<file path="src/hdl/swsf_pkg.sv">
// ----------------------------------------------------------------------------
// swsf_pkg: shared types and constants of the sinc window smoothing filter
// Sample, tap and accumulator widths, the raw sinc weight table, the weight
// sum used to normalize the taps, the sequencer states and the window control.
// ----------------------------------------------------------------------------
package swsf_pkg;

    localparam int SAMPLE_W  = 16;
    localparam int TAP_W     = 16;
    localparam int PAIR_W    = SAMPLE_W + 1;
    localparam int PROD_W    = PAIR_W + TAP_W;
    localparam int ACC_W     = 40;
    localparam int FRAC_BITS = 15;

    // Rounding bias on the accumulator scale and saturation limits on the output scale
    localparam logic signed [ACC_W-1:0] ACC_RND = ACC_W'(16384);
    localparam logic signed [ACC_W-1:0] SAT_HI  = ACC_W'(32767);
    localparam logic signed [ACC_W-1:0] SAT_LO  = ACC_W'(-32768);

    // Raw Q1.15 weights round(32768 * sin(k/4) / (k/4))
    localparam int RAW_WEIGHT [64] = '{
        32768, 32428, 31420, 29781, 27573, 24877, 21791, 18425,
        14898, 11332, 7844, 4548, 1541, -1091, -3284, -4994,
        -6200, -6900, -7118, -6894, -6284, -5361, -4203, -2897,
        -1526, -174, 1084, 2185, 3075, 3720, 4098, 4205,
        4052, 3664, 3078, 2340, 1500, 616, -259, -1074,
        -1783, -2349, -2745, -2957, -2979, -2819, -2495, -2032,
        -1465, -832, -174, 469, 1059, 1562, 1951, 2207,
        2319, 2285, 2113, 1817, 1421, 950, 436, -87
    };

    // Sum of all raw weights of a window with the given taps per side
    function automatic longint raw_sum(input int taps);
        longint s;
        s = longint'(RAW_WEIGHT[0]);
        for (int k = 1; k <= taps; k++) begin
            s = s + 2 * longint'(RAW_WEIGHT[k & 63]);
        end
        if (s <= 0) begin
            s = 1;
        end
        return s;
    endfunction

    // Sequencer states
    typedef enum logic [1:0] {
        ST_IDLE,
        ST_CALC,
        ST_EMIT,
        ST_FLUSH
    } swsf_state_t;

    // Window chain control
    typedef struct packed {
        logic load_all;
        logic shift;
    } win_ctrl_t;

endpackage

</file>
<file path="src/hdl/swsf_mac_cell.sv">
// ----------------------------------------------------------------------------
// swsf_mac_cell: one tap of the symmetric accumulator chain
// Adds the two window samples at equal distance from the center, multiplies
// by the normalized tap and adds the product to the neighbor's partial sum.
// ----------------------------------------------------------------------------
module swsf_mac_cell #(
    parameter int TAPS_PER_SIDE = 29,
    parameter int TAP_IDX       = 0
) (
    input  logic                                  aclk,
    input  logic signed [swsf_pkg::ACC_W-1:0]    acc_in,
    input  logic signed [swsf_pkg::SAMPLE_W-1:0] near_sample,
    input  logic signed [swsf_pkg::SAMPLE_W-1:0] far_sample,
    output logic signed [swsf_pkg::ACC_W-1:0]    acc_out
);

    localparam int     TW      = swsf_pkg::TAP_W;
    localparam int     AW      = swsf_pkg::ACC_W;
    localparam int     PW      = swsf_pkg::PAIR_W;
    localparam longint WSUM    = swsf_pkg::raw_sum(TAPS_PER_SIDE);
    localparam longint RAW     = longint'(swsf_pkg::RAW_WEIGHT[TAP_IDX & 63]);
    localparam longint MAG     = (RAW < 0) ? -RAW : RAW;
    localparam longint QUO     = (MAG * 65536 + WSUM) / (2 * WSUM);
    localparam logic signed [TW-1:0] TAP = TW'((RAW < 0) ? -QUO : QUO);

    logic signed [PW-1:0]                  pair;
    logic signed [swsf_pkg::PROD_W-1:0]    prod;
    logic signed [AW-1:0]                  acc_reg;
    logic signed [AW-1:0]                  acc_next;

    // Fold the symmetric pair, weight it and extend the partial sum
    always_comb begin
        pair     = PW'(near_sample) + PW'(far_sample);
        prod     = pair * TAP;
        acc_next = acc_in + AW'(prod);
    end

    always_ff @(posedge aclk) begin
        acc_reg <= acc_next;
    end

    assign acc_out = acc_reg;

endmodule

</file>
<file path="config.mk">
export PLATFORM = sky130hd
export DESIGN_NAME = swsf_mac_cell
export DESIGN_NICKNAME = d
export VERILOG_FILES = /design/src/hdl/swsf_pkg.sv /design/src/hdl/swsf_mac_cell.sv
export SDC_FILE = /design/constraint.sdc
export NUM_CORES = 1
export LEC_CHECK = 0
export CORE_ASPECT_RATIO = 2
export CORE_MARGIN = 5
export CORE_UTILIZATION = 50
export DETAILED_ROUTE_END_ITERATION = 7
export DONT_BUFFER_PORTS = 1
export PLACE_DENSITY_LB_ADDON = 0.25
export SLEW_MARGIN = 0
export SYNTH_ARGS = -nofsm -noshare
export SYNTH_HDL_FRONTEND = slang
export SYNTH_SLANG_ARGS = --single-unit
</file>
<file path="constraint.sdc">
create_clock -name aclk -period 9.5 [get_ports aclk]
set_input_delay 0.475 -clock aclk [delete_from_list [all_inputs] [get_ports aclk]]
set_output_delay 0.475 -clock aclk [all_outputs]
set_load 0.05 [all_outputs]
</file>
==> results of run 1 <==
-- layer usage --
metal	wire, µm	vias up	track usage, %
li1	-	2724	-
met1	5940	2682	20.3
met2	10600	117	44.3
met3	502	29	2.68
met4	488	0	5.27
met5	0	-	0
-- cell usage in the layout, fill, tap and decap left out, types with 8 or more instances in the layout --
| master | instances |
|---|---|
| a21o_1 | 27 |
| a21oi_1 | 56 |
| dfxtp_1 | 40 |
| fa_1 | 101 |
| ha_1 | 146 |
| inv_1 | 207 |
| nand2_1 | 29 |
| nand2b_1 | 8 |
| nand3_1 | 11 |
| nor2_1 | 27 |
| o21ai_0 | 28 |
| xnor2_1 | 41 |
| xor2_1 | 13 |
-- logic make-up (layout without fill, tap and decap cells) --
group	count (synthesis)	after routing
DFF	40	40
adders and majority gates	247	247
AOI/OAI and AO/OA	167	167
and+or+nand+nor	115	115
buffers and inverters	218	215
xor gates and xnor gates	55	55
-- through the flow --
step / util (%) / area [µm²]
floorplan: - / 7660
global placement: 51.6 / 7850
detailed placement: 51.6 / 7850
CTS: 52.7 / 8020
global route: 52.7 / 8020
finish: 52.7 / 8020
-- synth_stat cells (all sizes together) (3+ instances only) --
cell type    n  area share, %
a21o        27            2.6
a31oi        4           0.41
a21oi       59            4.0
nor4         5           0.60
clkbuf       6           0.29
ha         146             24
a211o        3           0.34
fa         101             26
a21boi       3           0.29
nand3       11           0.72
and3         5           0.41
or2          3           0.25
o21a         5           0.49
inv        207             10
dfxtp       40             10
o21ai       34            2.3
o21bai       7           0.69
xnor2       42            4.9
nand4        5           0.41
o31ai        4           0.46
and2         3           0.25
a211oi       3           0.29
xor2        13            1.5
nor3         7           0.46
nor2        27            1.3
nand2b       8           0.65
nor2b        5           0.41
buf          5           0.41
nand2       29            1.4
-- worst max path at each step --
stage | start | end | slack [ps] | cells past startpoint
floorplan | near_sample[0] | acc_out[32] | 2130 | 31
global placement | near_sample[0] | acc_out[32] | 1500 | 30
detailed placement | near_sample[0] | acc_out[32] | 1480 | 30
CTS | near_sample[0] | acc_out[32] | 1740 | 30
global route | near_sample[0] | acc_out[32] | 1250 | 30
finish | near_sample[0] | acc_out[32] | 1710 | 30
-- area by class of cell --
| type | count | area, µm² |
|---|---|---|
| Tap cell | 198 | 248 |
| Clock buffer | 5 | 125 |
| Fill cell | 1482 | 7190 |
| Multi-Input combinational cell | 584 | 6020 |
| Clock inverter | 3 | 46.3 |
| Sequential cell | 40 | 801 |
| Inverter | 207 | 777 |
-- worst max-delay path: cells and delay by family --
family                   cells  cell delay, ps
AND/OR/NAND/NOR              5             800
buffers and inverters        6             550
adder cells (fa/ha/maj)      9            3550
AO/OA/AOI/OAI                8            1960
XOR/XNOR                     2             620
==> flow_summary.yaml, run 1 <==
outcome:
  status: "finished clean"
setup_path:
  crit_required_ps: 9670
  path_class: "in2reg"
  crit_path_start_kind: "primary input"
  critical_path_peak_fanout: 7
  arrival_ps: 7960
  worst_setup_path_end_kind: "flip-flop"
  max_stage_delay_ps: 550
  crit_slowest_cell: "fa_1"
clock_network:
  cts_resized: 0
  clk_pin_slew_worst_paths_ps: 70
  root_buffer: "clkbuf_16"
  cts_buffers: 5
  htree_num_levels: 2
  clock_sinks: 40
  cts_hold_buf: 0
  cts_tree: "yes"
  cts_setup_buffers: 0
  clk_path_buf_depth: 2
min_path:
  holdPathStages: 1
  hold_start: "acc_in[0]"
  hold_path.class: "in2reg"
  hold-path-endpoint: "acc_out[0]"
placed_design:
  dp_hpwl_um: 15800
  portBuffers: 0
  place_inst: 1029
  dpl_worst_slack_ps: 1480
  finalWeightedCongestion: 0.901
routing:
  num_vias: 5552
  wl_um: 17600
  drc_errors: 0
  drt-vias-per-instance: 5.35
  dr.pass1.iters: 4
  drt_iter0_drc: 161
  ant_nets: 0
  avgRoutedWirePerCell_um: 16.9
global_route:
  antenna_found_initial: 0
  grt_pass1_vias: 6304
  grt_max_degree: 27
  track_usage_pct: 20.8
  grt_pass1_wl_um: 30200
  grt-ovfl-total: 0
sta:
  rsz0062_at_grt: "false"
  finalCritPeriodShare_pct: 82.0
  tightest_slew_ps: 906
  hold_violations: 0
  fin_tns_setup_ps: 0
  slew_viol_final: 0
  fmax_mhz: 128
  fin_ws_ps: 1710
  hold_ws_ps: 322
  relSlewSlack_pct: 39.5
  setup_viol: 0
  layout_min_cycle_time_ps: 7790
synthesis:
  synth_seq_cells: 40
  synth_warnings: 0
  ys_types: 58
  synth_xor_area_share_pct: 6.39
  yosys.area_share.simple_pct: 7.60
  synthAdderAreaFrac_pct: 50.3
  ys_seq_area_share_pct: 10.5
  syn_avg_cell_area_um2: 9.09
  synth-edff-count: 0
  synth_compound_area_share_pct: 14.4
  synthMuxAreaShare_pct: 0
  syn-num-nets: 1162
  synth_area_um2: 7660
  synth_top_family_by_area: "adder cells"
  synth_top_flop_cell: "dfxtp_1"
  syn_inst: 842
  async_flop_share_pct: 0
flow_run:
  max-cap-violations: 0
cells_and_area:
  instances_no_fill: 1037
  nets: 1158
  area_growth_pct: 4.77
  largest_reg_flops: 40
  antenna_cells: 0
  drive_gt1_share_pct: 3.10
floorplanning:
  dieArea_um2: 18000
  io_pins: 113
  initial_core_util_pct: 50.3
  die_h_um: 185
  die_w_um: 97.5
  design.core.area_um2: 15200
  placementRows: 64
Power of run 1 is left out: the tool's default activity adds up to more than one toggle a clock period on the data nets, which glitch-free logic cannot reach.
==> inputs of run 2 (changes only) <==
- clock period: 9.5 -> 6.6 ns (I/O delays scaled with it)
==> flow_summary.yaml, run 2 (same netlist as run 1, synthesis figures left out) <==
outcome:
  status: "finished clean"
floorplanning:
  initial_core_util_pct: 50.3
  dieArea_um2: 18000
  die_h_um: 185
  placementRows: 64
  design.core.area_um2: 15200
  io_pins: 113
  die_w_um: 97.5
routing:
  num_vias: 6252
  dr.pass1.iters: 4
  wl_um: 19000
  ant_nets: 0
  drc_errors: 0
  drt_iter0_drc: 159
  avgRoutedWirePerCell_um: 16.0
  drt-vias-per-instance: 5.26
sta:
  hold_violations: 0
  relSlewSlack_pct: 63.7
  setup_viol: 0
  slew_viol_final: 0
  rsz0062_at_grt: "true"
  fmax_mhz: 152
  finalCritPeriodShare_pct: 99.4
  fin_ws_ps: 39.1
  tightest_slew_ps: 540
  layout_min_cycle_time_ps: 6560
setup_path:
  setup.worst_path.start: "near_sample[1]"
  crit_required_ps: 6770
  crit_slowest_cell: "fa_1"
  crit_path_end: "acc_out[32]"
  max_stage_delay_ps: 550
  worst_setup_path_end_kind: "flip-flop"
  crit_path_start_kind: "primary input"
  path_class: "in2reg"
  critical_path_peak_fanout: 4
  arrival_ps: 6730
  crit_top_cell: "fa_1"
placed_design:
  finalWeightedCongestion: 0.882
  dpl_worst_slack_ps: -486
  portBuffers: 0
  dp_hpwl_um: 16700
  place_area_um2: 9060
clock_network:
  clk_path_buf_depth: 2
  cts_buffers: 5
  clk_pin_slew_worst_paths_ps: 70
  htree_num_levels: 2
  cts_tree: "yes"
  clock_sinks: 40
  cts_hold_buf: 0
  root_buffer: "clkbuf_16"
cells_and_area:
  largest_reg_flops: 40
  mostFrequentLayoutCells: "194 x inv_1, 145 x buf_4, 125 x ha_1"
  nets: 1309
  antenna_cells: 0
  drive_gt1_share_pct: 26.8
  area_growth_pct: 27.7
  final_common_cell: "inv_1"
  final_area_um2: 9780
global_route:
  grt_pass1_vias: 6873
  grt_max_degree: 19
  grt-ovfl-total: 0
  antenna_found_initial: 0
  track_usage_pct: 21.8
  grt_pass1_wl_um: 31800
min_path:
  hold_path.class: "in2reg"
flow_run:
  max-cap-violations: 0
==> run 2: cell count changes in the layout (fill, tap and decap cells not counted), sizes merged <==
cell and delta:
clkinvlp +1, inv -1, buf +151
==> run 2: how the worst min path moves through the flow <==
| stage | start | endpoint | cells after the start |
|---|---|---|---|
| 4_1_cts | acc_in[0] | acc_out[0] | 1 |
| 3_3_place_gp | acc_in[0] | acc_out[0] | 1 |
| 6_report | acc_in[0] | acc_out[0] | 1 |
| 5_1_grt | acc_in[0] | acc_out[0] | 1 |
| 3_5_place_dp | acc_in[0] | acc_out[0] | 1 |
| 2_1_floorplan | acc_in[0] | acc_out[0] | 1 |
==> run 2: final cells by class <==
class	instances	area [µm²]
Timing Repair Buffer	151	1160
Multi-Input combinational cell	584	6620
Tap cell	198	248
Inverter	207	781
Clock buffer	5	125
Sequential cell	40	801
Clock inverter	3	46.3
Fill cell	1312	5440
==> run 2: per-stage QoR <==
| step | hold slack (ps) | setup TNS, ps | utilization, % | std cells |
|---|---|---|---|---|
| finish | 172 | 0 | 64.3 | 1188 |
| global route | 169 | -1440 | 64.3 | 1188 |
| CTS | 173 | -11.0 | 61.3 | 1179 |
| detailed placement | 465 | -5380 | 59.6 | 1169 |
| global placement | 466 | -4190 | 59.6 | 1169 |
| floorplan | 460 | -1700 | - | 842 |
==> run 2: worst max-delay path, delay by kind of cell <==
kind                       cells  cell delay [ps]
and+or+nand+nor                1              170
buffers and inverters          7              580
AOI/OAI and AO/OA             11             1960
xor gates and xnor gates       2              380
adders and majority gates      8             3300
==> run 2: routing by layer <==
layer	share of wire, %	up-vias	track usage (%)
li1	-	3021	-
met1	33	3040	20.5
met2	60	136	46.6
met3	2.8	55	2.53
met4	4.5	0	7.38
met5	0	-	0
==> run 2: timing repair <==
item                       4_1_cts  5_1_grt
pin swaps                       11       38
gates cloned                     0        0
resized for setup               12       83
hold endpoints to repair         0        0
buffers inserted                 2        9
setup endpoints to repair       10       20
Power of run 2 is left out for the same reason.
