## src/hdl/swsf_pkg.sv

```systemverilog
// ----------------------------------------------------------------------------
// swsf_pkg: shared types and constants of the sinc window smoothing filter
// Sample, tap and accumulator widths, the raw sinc weight table, the weight
// sum used to normalize the taps, the sequencer states and the window control.
// ----------------------------------------------------------------------------
package swsf_pkg;

    localparam int SAMPLE_W  = 16;
    localparam int TAP_W     = 16;
    localparam int PAIR_W    = SAMPLE_W + 1;
    localparam int PROD_W    = PAIR_W + TAP_W;
    localparam int ACC_W     = 40;
    localparam int FRAC_BITS = 15;

    // Rounding bias on the accumulator scale and saturation limits on the output scale
    localparam logic signed [ACC_W-1:0] ACC_RND = ACC_W'(16384);
    localparam logic signed [ACC_W-1:0] SAT_HI  = ACC_W'(32767);
    localparam logic signed [ACC_W-1:0] SAT_LO  = ACC_W'(-32768);

    // Raw Q1.15 weights round(32768 * sin(k/4) / (k/4))
    localparam int RAW_WEIGHT [64] = '{
        32768, 32428, 31420, 29781, 27573, 24877, 21791, 18425,
        14898, 11332, 7844, 4548, 1541, -1091, -3284, -4994,
        -6200, -6900, -7118, -6894, -6284, -5361, -4203, -2897,
        -1526, -174, 1084, 2185, 3075, 3720, 4098, 4205,
        4052, 3664, 3078, 2340, 1500, 616, -259, -1074,
        -1783, -2349, -2745, -2957, -2979, -2819, -2495, -2032,
        -1465, -832, -174, 469, 1059, 1562, 1951, 2207,
        2319, 2285, 2113, 1817, 1421, 950, 436, -87
    };

    // Sum of all raw weights of a window with the given taps per side
    function automatic longint raw_sum(input int taps);
        longint s;
        s = longint'(RAW_WEIGHT[0]);
        for (int k = 1; k <= taps; k++) begin
            s = s + 2 * longint'(RAW_WEIGHT[k & 63]);
        end
        if (s <= 0) begin
            s = 1;
        end
        return s;
    endfunction

    // Sequencer states
    typedef enum logic [1:0] {
        ST_IDLE,
        ST_CALC,
        ST_EMIT,
        ST_FLUSH
    } swsf_state_t;

    // Window chain control
    typedef struct packed {
        logic load_all;
        logic shift;
    } win_ctrl_t;

endpackage

```

## src/hdl/swsf_sample_cell.sv

```systemverilog
// ----------------------------------------------------------------------------
// swsf_sample_cell: one sample of the filter window
// Holds one sample; loads the fill value on a sequence start or takes the
// neighbor's sample on a shift.
// ----------------------------------------------------------------------------
module swsf_sample_cell (
    input  logic                                  aclk,
    input  swsf_pkg::win_ctrl_t                   ctrl,
    input  logic signed [swsf_pkg::SAMPLE_W-1:0] fill_in,
    input  logic signed [swsf_pkg::SAMPLE_W-1:0] shift_in,
    output logic signed [swsf_pkg::SAMPLE_W-1:0] sample_out
);

    logic signed [swsf_pkg::SAMPLE_W-1:0] sample_reg;
    logic signed [swsf_pkg::SAMPLE_W-1:0] sample_next;

    // Select fill, shift or hold
    always_comb begin
        sample_next = sample_reg;
        if (ctrl.load_all) begin
            sample_next = fill_in;
        end else if (ctrl.shift) begin
            sample_next = shift_in;
        end
    end

    always_ff @(posedge aclk) begin
        sample_reg <= sample_next;
    end

    assign sample_out = sample_reg;

endmodule

```

## config.mk

```make
export PLATFORM = sky130hd
export DESIGN_NAME = swsf_sample_cell
export DESIGN_NICKNAME = d
export VERILOG_FILES = /design/src/hdl/swsf_pkg.sv /design/src/hdl/swsf_sample_cell.sv
export SDC_FILE = /design/constraint.sdc
export NUM_CORES = 1
export LEC_CHECK = 0
export BUFFER_PORTS_ARGS = -buffer_cell sky130_fd_sc_hd__buf_4
export CAP_MARGIN = 20
export CORE_UTILIZATION = 45
export CTS_BUF_LIST = sky130_fd_sc_hd__clkbuf_4 sky130_fd_sc_hd__clkbuf_8
export DETAILED_ROUTE_END_ITERATION = 16
export GPL_TIMING_DRIVEN = 0
export PLACE_DENSITY_LB_ADDON = 0.3
export SYNTH_ARGS = -nofsm -noshare
export SYNTH_HDL_FRONTEND = slang
export SYNTH_SLANG_ARGS = --single-unit
```

## constraint.sdc

```tcl
create_clock -name aclk -period 1.6 [get_ports aclk]
set_input_delay 0.08 -clock aclk [delete_from_list [all_inputs] [get_ports aclk]]
set_output_delay 0.08 -clock aclk [all_outputs]
set_load 0.02 [all_outputs]
```

==> results_dict.tcl, run 1 <==
set metrics [dict create \
    synth_area_per_cell_um2 20.9 \
    drive_gt1_share_pct 80.5 \
    power_density_nw_per_um2 864 \
    overflow 0 \
    num_antenna_cells 0 \
    setup.worst_path.class "input port to flip-flop" \
    wl_per_cell_um 13.1 \
    ys_ff_latch 16 \
    rsz0062_at_grt "no" \
    critical_path.startpoint "ctrl[1]" \
    ant_nets 0 \
    hold_buffers 0 \
    drt_wl_total_um 1350 \
    max_slew.worst_pin.slew_ps 641 \
    p_leak_nw 0.531 \
    antenna_found_initial 0 \
    fin_crit_sh_pct 60.0 \
    max_freq_mhz 1040 \
    cts_tree "done" \
    synth_nets 70 \
    outcome "finished, final reports clean" \
    synth_area_leaders "edfxtp_1 66%, mux2_4 18%, mux2_2 11%" \
    io_pins 51 \
    cts_max_level 1 \
    grt_usage_pct 17.1 \
    finalWorstSetupSlack_ps 640 \
    post-route-util_pct 75.8 \
    fin_setup_tns_ps 0 \
    largest_reg_flops 16 \
    die_w_um 42.3 \
    drtIter0Drc 1 \
    holdWs_ps 102 \
    synth.distinct_cells 6 \
    worstHoldStart "fill_in[11]" \
    postCtsSetupBuffers 0 \
    io_buffers 49 \
    ir_worst_vdd_uv 496 \
    maxCapViolations 0 \
    synthCells 35 \
    wl_met1_um 385 \
    cts_buffers 3 \
    synth_top_area_share_pct 65.6 \
    rows 14 \
    num-nets-final 124 \
    avgViaCountPerCell 4.76 \
    maxSlewViolCount 0 \
    cp.arrival_ps 870 \
    gp_congestion 0.644 \
    crit_path_start_kind "input port" \
    dieArea_um2 1790 \
    seq_area_frac_synth_pct 65.6 \
    p_total_mw 0.987 \
    critPathCaptureType "flip-flop" \
    hold_class "input port to flip-flop" \
    core_area_um2 1510 \
    initial_core_util_pct 48.6 \
    grt_pass1_vias 511 \
    required_ps 1510 \
    synth_area_um2 732 \
    die_height_um 42.3 \
    cts_resized 0 \
    post-place-ws_ps 321 \
    grt_pass1_wl_um 2220 \
    remaining_drc_errors 0 \
    hold_violations 0 \
    path_clk_slew_ps 90 \
    met2_length_um 830 \
    wl_met3_um 132 \
    dr.max_layer_used "met3" \
    yosysWarnings 0 \
    cts.sinks 16 \
    critPathMaxFanout 16 \
    root_buffer "clkbuf_4" \
    first_pass_iters 3 \
    max-slew-margin-rel_pct 57.3 \
    period_minus_slack_ps 960 \
    clockBufferDepth 2 \
    grt_start_max_net_pins 17 \
    area_delta_synth_final_pct 56.1 \
    vias 490 \
    finalSetupViolCount 0 \
    yosys.area.top_type "edfxtp_1" \
]
==> synthesized netlist by cell type, drive strengths merged <==
cell type / count
buf: 2
mux2: 16
edfxtp: 16
or2: 1
==> report_power, final <==
part | internal (mW) | total [mW] | leakage [nW] | switching, mW
Sequential | 0.514 | 0.526 | 0.163 | 0.0118
Clock | 0.0870 | 0.201 | 0.0138 | 0.114
Combinational | 0.151 | 0.260 | 0.354 | 0.109
Total | 0.752 | 0.987 | 0.531 | 0.235
==> logic make-up (layout without fill, tap and decap cells) <==
family / count (synthesis) / after routing / share of synthesized area [%]
buffers and inverters: 2 / 54 / 4.27
AND/OR/NAND/NOR: 1 / 1 / 0.855
flip-flops: 16 / 16 / 65.6
multiplexers: 16 / 16 / 29.2
==> metal layers <==
metal	up-vias	track usage (%)
met2	31	35.1
met1	219	16.0
met5	-	0
met3	0	3.45
li1	240	-
met4	0	5.63
==> cells in the final DEF, fill, tap and decap left out, drive strengths merged <==
| master | n |
|---|---|
| mux2 | 16 |
| clkbuf | 3 |
| or2 | 1 |
| buf | 51 |
| edfxtp | 16 |
==> worst max-delay path, cell delays in order <==
cell and delay (ps):
buf_6 120, buf_12 150, or2_1 520
==> final cells by class <==
class                      instances  area [µm²]
buffer                             2        31.3
clock buffer                       3        22.5
fill                              97         364
multi-input combinational         17         220
sequential                        16         480
tap                               16        20.0
timing repair buffer              49         368
==> path summary, 6_finish.rpt <==
| path | end | slack [ps] | depth (start not counted) |
|---|---|---|---|
| setup / recovery | sample_out[9] | 640 | 3 |
| hold / removal | sample_out[11] | 100 | 2 |
==> per-stage QoR <==
step           std cells  cell area, µm²
6_report             103            1140
5_1_grt              103            1140
4_1_cts              103            1140
3_5_place_dp         100            1120
3_3_place_gp         100            1120
2_1_floorplan         35             732
(Power assumes the default switching activity.)
==> run 2: changes to the inputs <==
CORE_UTILIZATION = 41   (was 45)
clock period = 0.95 ns   (was 1.6 ns; I/O delays follow)
==> results_dict.tcl, run 2 (same netlist as run 1, synthesis figures left out) <==
set metrics [dict create \
    outcome "complete, but fails checks" \
    violations "design-rule violations" \
    antenna_found_initial 0 \
    gp_congestion 0.621 \
    die_height_um 44.3 \
    period_minus_slack_ps 889 \
    final_cell_area_um2 1160 \
    critPathBufInv 1 \
    core_area_um2 1590 \
    rsz0062_at_grt "no" \
    maxCapViolations 0 \
    max_freq_mhz 1120 \
    drt_wl_total_um 1330 \
    grt_start_max_net_pins 17 \
    drtIter0Drc 4 \
    grt_busiest_layer "met2" \
    p_sw_share_pct 24.6 \
    critPathCaptureType "output port" \
    clockBufferDepth 2 \
    vias 503 \
    cts_max_level 1 \
    io_buffers 49 \
    cts_resized 0 \
    cts_buffers 3 \
    fin_setup_tns_ps 0 \
    p_leak_nw 0.534 \
    grt_pass1_wl_um 1900 \
    finalSetupViolCount 0 \
    power.internal_mw 1.27 \
    hold_depth 2 \
    root_buffer "clkbuf_4" \
    grt_pass1_vias 501 \
    num-nets-final 124 \
    area_delta_synth_final_pct 58.3 \
    power.share.sequential_pct 52.4 \
    max_slew.worst_pin.slew_ps 222 \
    first_pass_iters 11 \
    avgViaCountPerCell 4.49 \
    setup.worst_path.class "flip-flop to output port" \
    worstHoldStart "shift_in[14]" \
    dieArea_um2 1960 \
    path_clk_slew_ps 90 \
    netSwitchingPower_mw 0.415 \
    required_ps 900 \
    hold_violations 0 \
    hold_class "input port to flip-flop" \
    grtUsageMet2_pct 27.6 \
    cp_cell_sequence "buf_4" \
    crit_path_top_delay_cell "edfxtp_1" \
    grt_usage_pct 14.0 \
    max-slew-margin-rel_pct 85.2 \
    hold_buffers 0 \
    post_dp_cell_area_um2 1130 \
    crit_family "flip-flops" \
    grt_use_met3_pct 3.67 \
    max_stage_delay_ps 390 \
    cp.arrival_ps 840 \
    power_density_nw_per_um2 1460 \
    initial_core_util_pct 45.9 \
    overflow 0 \
    wl_per_cell_um 11.9 \
    drive_gt1_share_pct 80.7 \
    maxSlewViolCount 0 \
    met1_usage_pct 12.6 \
    ir_worst_vdd_uv 780 \
    ant_nets 0 \
    postCtsSetupBuffers 0 \
    io_pins 51 \
    fin_crit_sh_pct 93.6 \
    remaining_drc_errors 1 \
    power.share.clock_pct 21.6 \
    rows 14 \
    crit_path_start_kind "flip-flop" \
    die_w_um 44.3 \
    critPathMaxFanout 1 \
    cts.sinks 16 \
    cts_tree "done" \
    comb_power_share_pct 26.0 \
    num_antenna_cells 0 \
    hold_end "sample_out[14]" \
    hpwl_um 1050 \
    mostFrequentLayoutCell "buf_4" \
    largest_reg_flops 16 \
    critical_path.startpoint "sample_out[7]" \
    final_cell_mix "49 x buf_4, 16 x edfxtp_1, 9 x mux2_4" \
]
[run 2: through the flow]
step / total power [mW] / hold WS (ps) / setup slack, ps / cells / util, %
after global routing: 1.76 / 45.8 / 9.45 / 112 / 72.7
after global placement: 1.34 / 348 / 14.1 / 108 / 71.0
after floorplan: 1.12 / 265 / 58.5 / 35 / -
final: 1.69 / 57.1 / 61.1 / 112 / 72.7
after detailed placement: 1.34 / 351 / 9.65 / 108 / 71.0
after CTS: 1.70 / 53.9 / 56.4 / 112 / 72.7
[run 2: worst max-delay path by stage]
stage,endpoint,slack [ps],depth (start not counted)
floorplan,sample_out[0],60,3
global placement,sample_out[12],10,3
detailed placement,sample_out[4],10,3
CTS,sample_out[7],60,1
global route,sample_out[7],9,1
finish,sample_out[7],60,1
[run 2: per-layer routing]
layer  part of all wire (%)  wire length [µm]
met2                     56               746
met5                      0                 0
met1                     34               454
met4                    1.7                23
met3                    8.0               107
[run 2: cell type report]
| type | count | area (µm²) |
|---|---|---|
| sequential | 16 | 480 |
| fill | 113 | 435 |
| timing repair buffer | 49 | 368 |
| multi-input combinational | 17 | 223 |
| buffer | 2 | 31.3 |
| tap | 24 | 30.0 |
| clock buffer | 3 | 22.5 |
| clock inverter | 1 | 3.75 |
[run 2: power by group through the flow]
stage / registers, mW / clock network [mW] / logic (mW)
finish: 0.885 / 0.365 / 0.439
global route: 0.895 / 0.400 / 0.462
CTS: 0.886 / 0.367 / 0.443
detailed placement: 0.902 / 0 / 0.443
global placement: 0.899 / 0 / 0.436
floorplan: 1.01 / 0 / 0.112
==> run 3: changes to the inputs <==
BUFFER_PORTS_ARGS = default   (was -buffer_cell sky130_fd_sc_hd__buf_4)
CORE_UTILIZATION = 56   (was 41)
DONT_BUFFER_PORTS = 1   (was default)
==> results_dict.tcl, run 3 <==
set metrics [dict create \
    synthXorXnorAreaFrac_pct 0 \
    cts.sinks 16 \
    synth.area.mux_share_pct 29.2 \
    post_dp_cell_area_um2 752 \
    clockBufferDepth 2 \
    io_pins 51 \
    io_buffers 0 \
    outcome "aborted with a tool error" \
    synthAdderAreaFrac_pct 0 \
    synth_top_family_by_area "multiplexers" \
    initial_core_util_pct 63.3 \
    hpwl_um 823 \
    synth_edf_count 16 \
    root_buffer "clkbuf_4" \
    stop_error "[ERROR DPL-0033] detailed placement checks failed during check placement." \
    synth_area_um2 732 \
    synth_area_leaders "edfxtp_1 66%, mux2_4 18%, mux2_2 11%" \
    lastStage "clock tree synthesis" \
    synth_nets 70 \
    synth.distinct_cells 6 \
    dp.cells 49 \
    yosys.area.top_type "edfxtp_1" \
    postCtsSetupBuffers 0 \
    cts_buffers 3 \
    die_w_um 38.2 \
    ys.flop_type "edfxtp_1" \
    synthCells 35 \
    synthArstFlopShare_pct 0 \
    synth_top_area_share_pct 65.6 \
    synth_common_cells "16 x edfxtp_1, 9 x mux2_4, 7 x mux2_2" \
    synth_area_per_cell_um2 20.9 \
    yosysWarnings 0 \
    rows 12 \
    cts_resized 0 \
    synth_most_common_cell "edfxtp_1" \
    synth_compound_area_share_pct 0 \
    die_height_um 38.2 \
    gp_congestion 0.602 \
    synthSimpleGateAreaFrac_pct 0.855 \
    hold_buffers 32 \
    cts_max_level 1 \
    post-place-ws_ps 20.7 \
    ys_ff_latch 16 \
    seq_area_frac_synth_pct 65.6 \
]
run 3: cell counts after synthesis:
No cell type changed its count.
run 3: kinds of logic after synthesis:
logic type | after synthesis
muxes | 16
and+or+nand+nor | 1
buffers and inverters | 2
DFF | 16
run 3: through the flow:
step / utilization (%) / hold slack (ps)
floorplan: - / 265
global placement: 65.0 / 266
detailed placement: 65.0 / 268
==> run 4: changes to the inputs <==
CORE_AREA = 2 2 63 65   (was default)
CORE_UTILIZATION = default   (was 56)
CTS_BUF_LIST = default   (was sky130_fd_sc_hd__clkbuf_4 sky130_fd_sc_hd__clkbuf_8)
DIE_AREA = 0 0 65 67   (was default)
PLACE_DENSITY_LB_ADDON = 0.15   (was 0.3)
==> results_dict.tcl, run 4 (same netlist as run 1, synthesis figures left out) <==
set metrics [dict create \
    max-slew-margin-rel_pct 84.4 \
    gp_congestion 0.796 \
    p_total_mw 1.63 \
    max_freq_mhz 1270 \
    grt_pass1_wl_um 1920 \
    grt_usage_pct 6.24 \
    cts.sinks 16 \
    hold_violations 0 \
    dieArea_um2 4360 \
    rsz0062_at_grt "no" \
    core_area_um2 3610 \
    crit_path_start_kind "flip-flop" \
    power_density_nw_per_um2 1950 \
    io_pins 51 \
    rows 22 \
    hold_buffers 0 \
    cp.arrival_ps 740 \
    fillers 371 \
    required_ps 900 \
    vias 328 \
    critPathMaxFanout 1 \
    cts_tree "done" \
    ant_nets 0 \
    post-place-ws_ps 1.05 \
    largest_reg_flops 16 \
    maxSlewViolCount 0 \
    finalSetupViolCount 0 \
    critPathCaptureType "output port" \
    hold_class "input port to flip-flop" \
    cts_max_level 1 \
    max_slew.worst_pin.slew_ps 235 \
    antenna_found_initial 0 \
    io_buffers 0 \
    setup.worst_path.class "flip-flop to output port" \
    final_cell_mix "16 x edfxtp_1, 9 x mux2_4, 7 x mux2_2" \
    mostFrequentLayoutCell "edfxtp_1" \
    ir_worst_vdd_uv 417 \
    overflow 0 \
    fin_crit_sh_pct 83.0 \
    avgViaCountPerCell 3.77 \
    drtIter0Drc 9 \
    period_minus_slack_ps 789 \
    cts_buffers 3 \
    die_w_um 65 \
    clockBufferDepth 2 \
    area_delta_synth_final_pct 14.7 \
    wl_per_cell_um 16.0 \
    root_buffer "clkbuf_8" \
    first_pass_iters 3 \
    post-route-util_pct 23.3 \
    num-nets-final 75 \
    maxCapViolations 0 \
    initial_core_util_pct 20.3 \
    drt_wl_total_um 1390 \
    remaining_drc_errors 0 \
    postCtsSetupBuffers 0 \
    drive_gt1_share_pct 56.4 \
    outcome "finished, final reports clean" \
    grt_pass1_vias 343 \
    finalWorstSetupSlack_ps 161 \
    fin_setup_tns_ps 0 \
    p_leak_nw 0.306 \
    path_clk_slew_ps 60 \
    grt_start_max_net_pins 17 \
    cts_resized 0 \
    num_antenna_cells 0 \
    die_height_um 67 \
]
==> run 4: area by class of cell <==
| class | instances | area, µm² | area share (%) |
|---|---|---|---|
| Sequential cell | 16 | 480 | 57.2 |
| Multi-Input combinational cell | 17 | 223 | 26.5 |
| Clock inverter | 1 | 3.75 | 0.447 |
| Clock buffer | 3 | 41.3 | 4.92 |
| Buffer | 2 | 31.3 | 3.73 |
| Tap cell | 48 | 60.1 | 7.15 |
==> run 4: through the flow <==
stage / hold WS (ps) / std cells / area [µm²]
3_3_place_gp: 266 / 83 / 795
3_5_place_dp: 268 / 83 / 795
6_report: 16.6 / 87 / 840
5_1_grt: 8.17 / 87 / 840
2_1_floorplan: 265 / 35 / 734
4_1_cts: 10.4 / 87 / 840
==> run 4: path summary, 6_finish.rpt <==
path	start	cells past startpoint	slack, ps	end
hold / removal	fill_in[5]	1	20	sample_out[5]
setup / recovery	sample_out[15]	0	160	sample_out[15]
==> run 4: report_power, final <==
part / leakage [nW] / internal, mW / switching [mW]
Sequential: 0.163 / 0.875 / 0.128
Clock: 0.0231 / 0.286 / 0.218
Combinational: 0.120 / 0.0815 / 0.0465
Total: 0.306 / 1.24 / 0.393
==> run 4: metal layers <==
| metal | track usage [%] | wire [µm] |
|---|---|---|
| met5 | 0 | 0 |
| met4 | 3.19 | 11 |
| met3 | 1.86 | 84 |
| met2 | 11.3 | 755 |
| met1 | 6.48 | 539 |
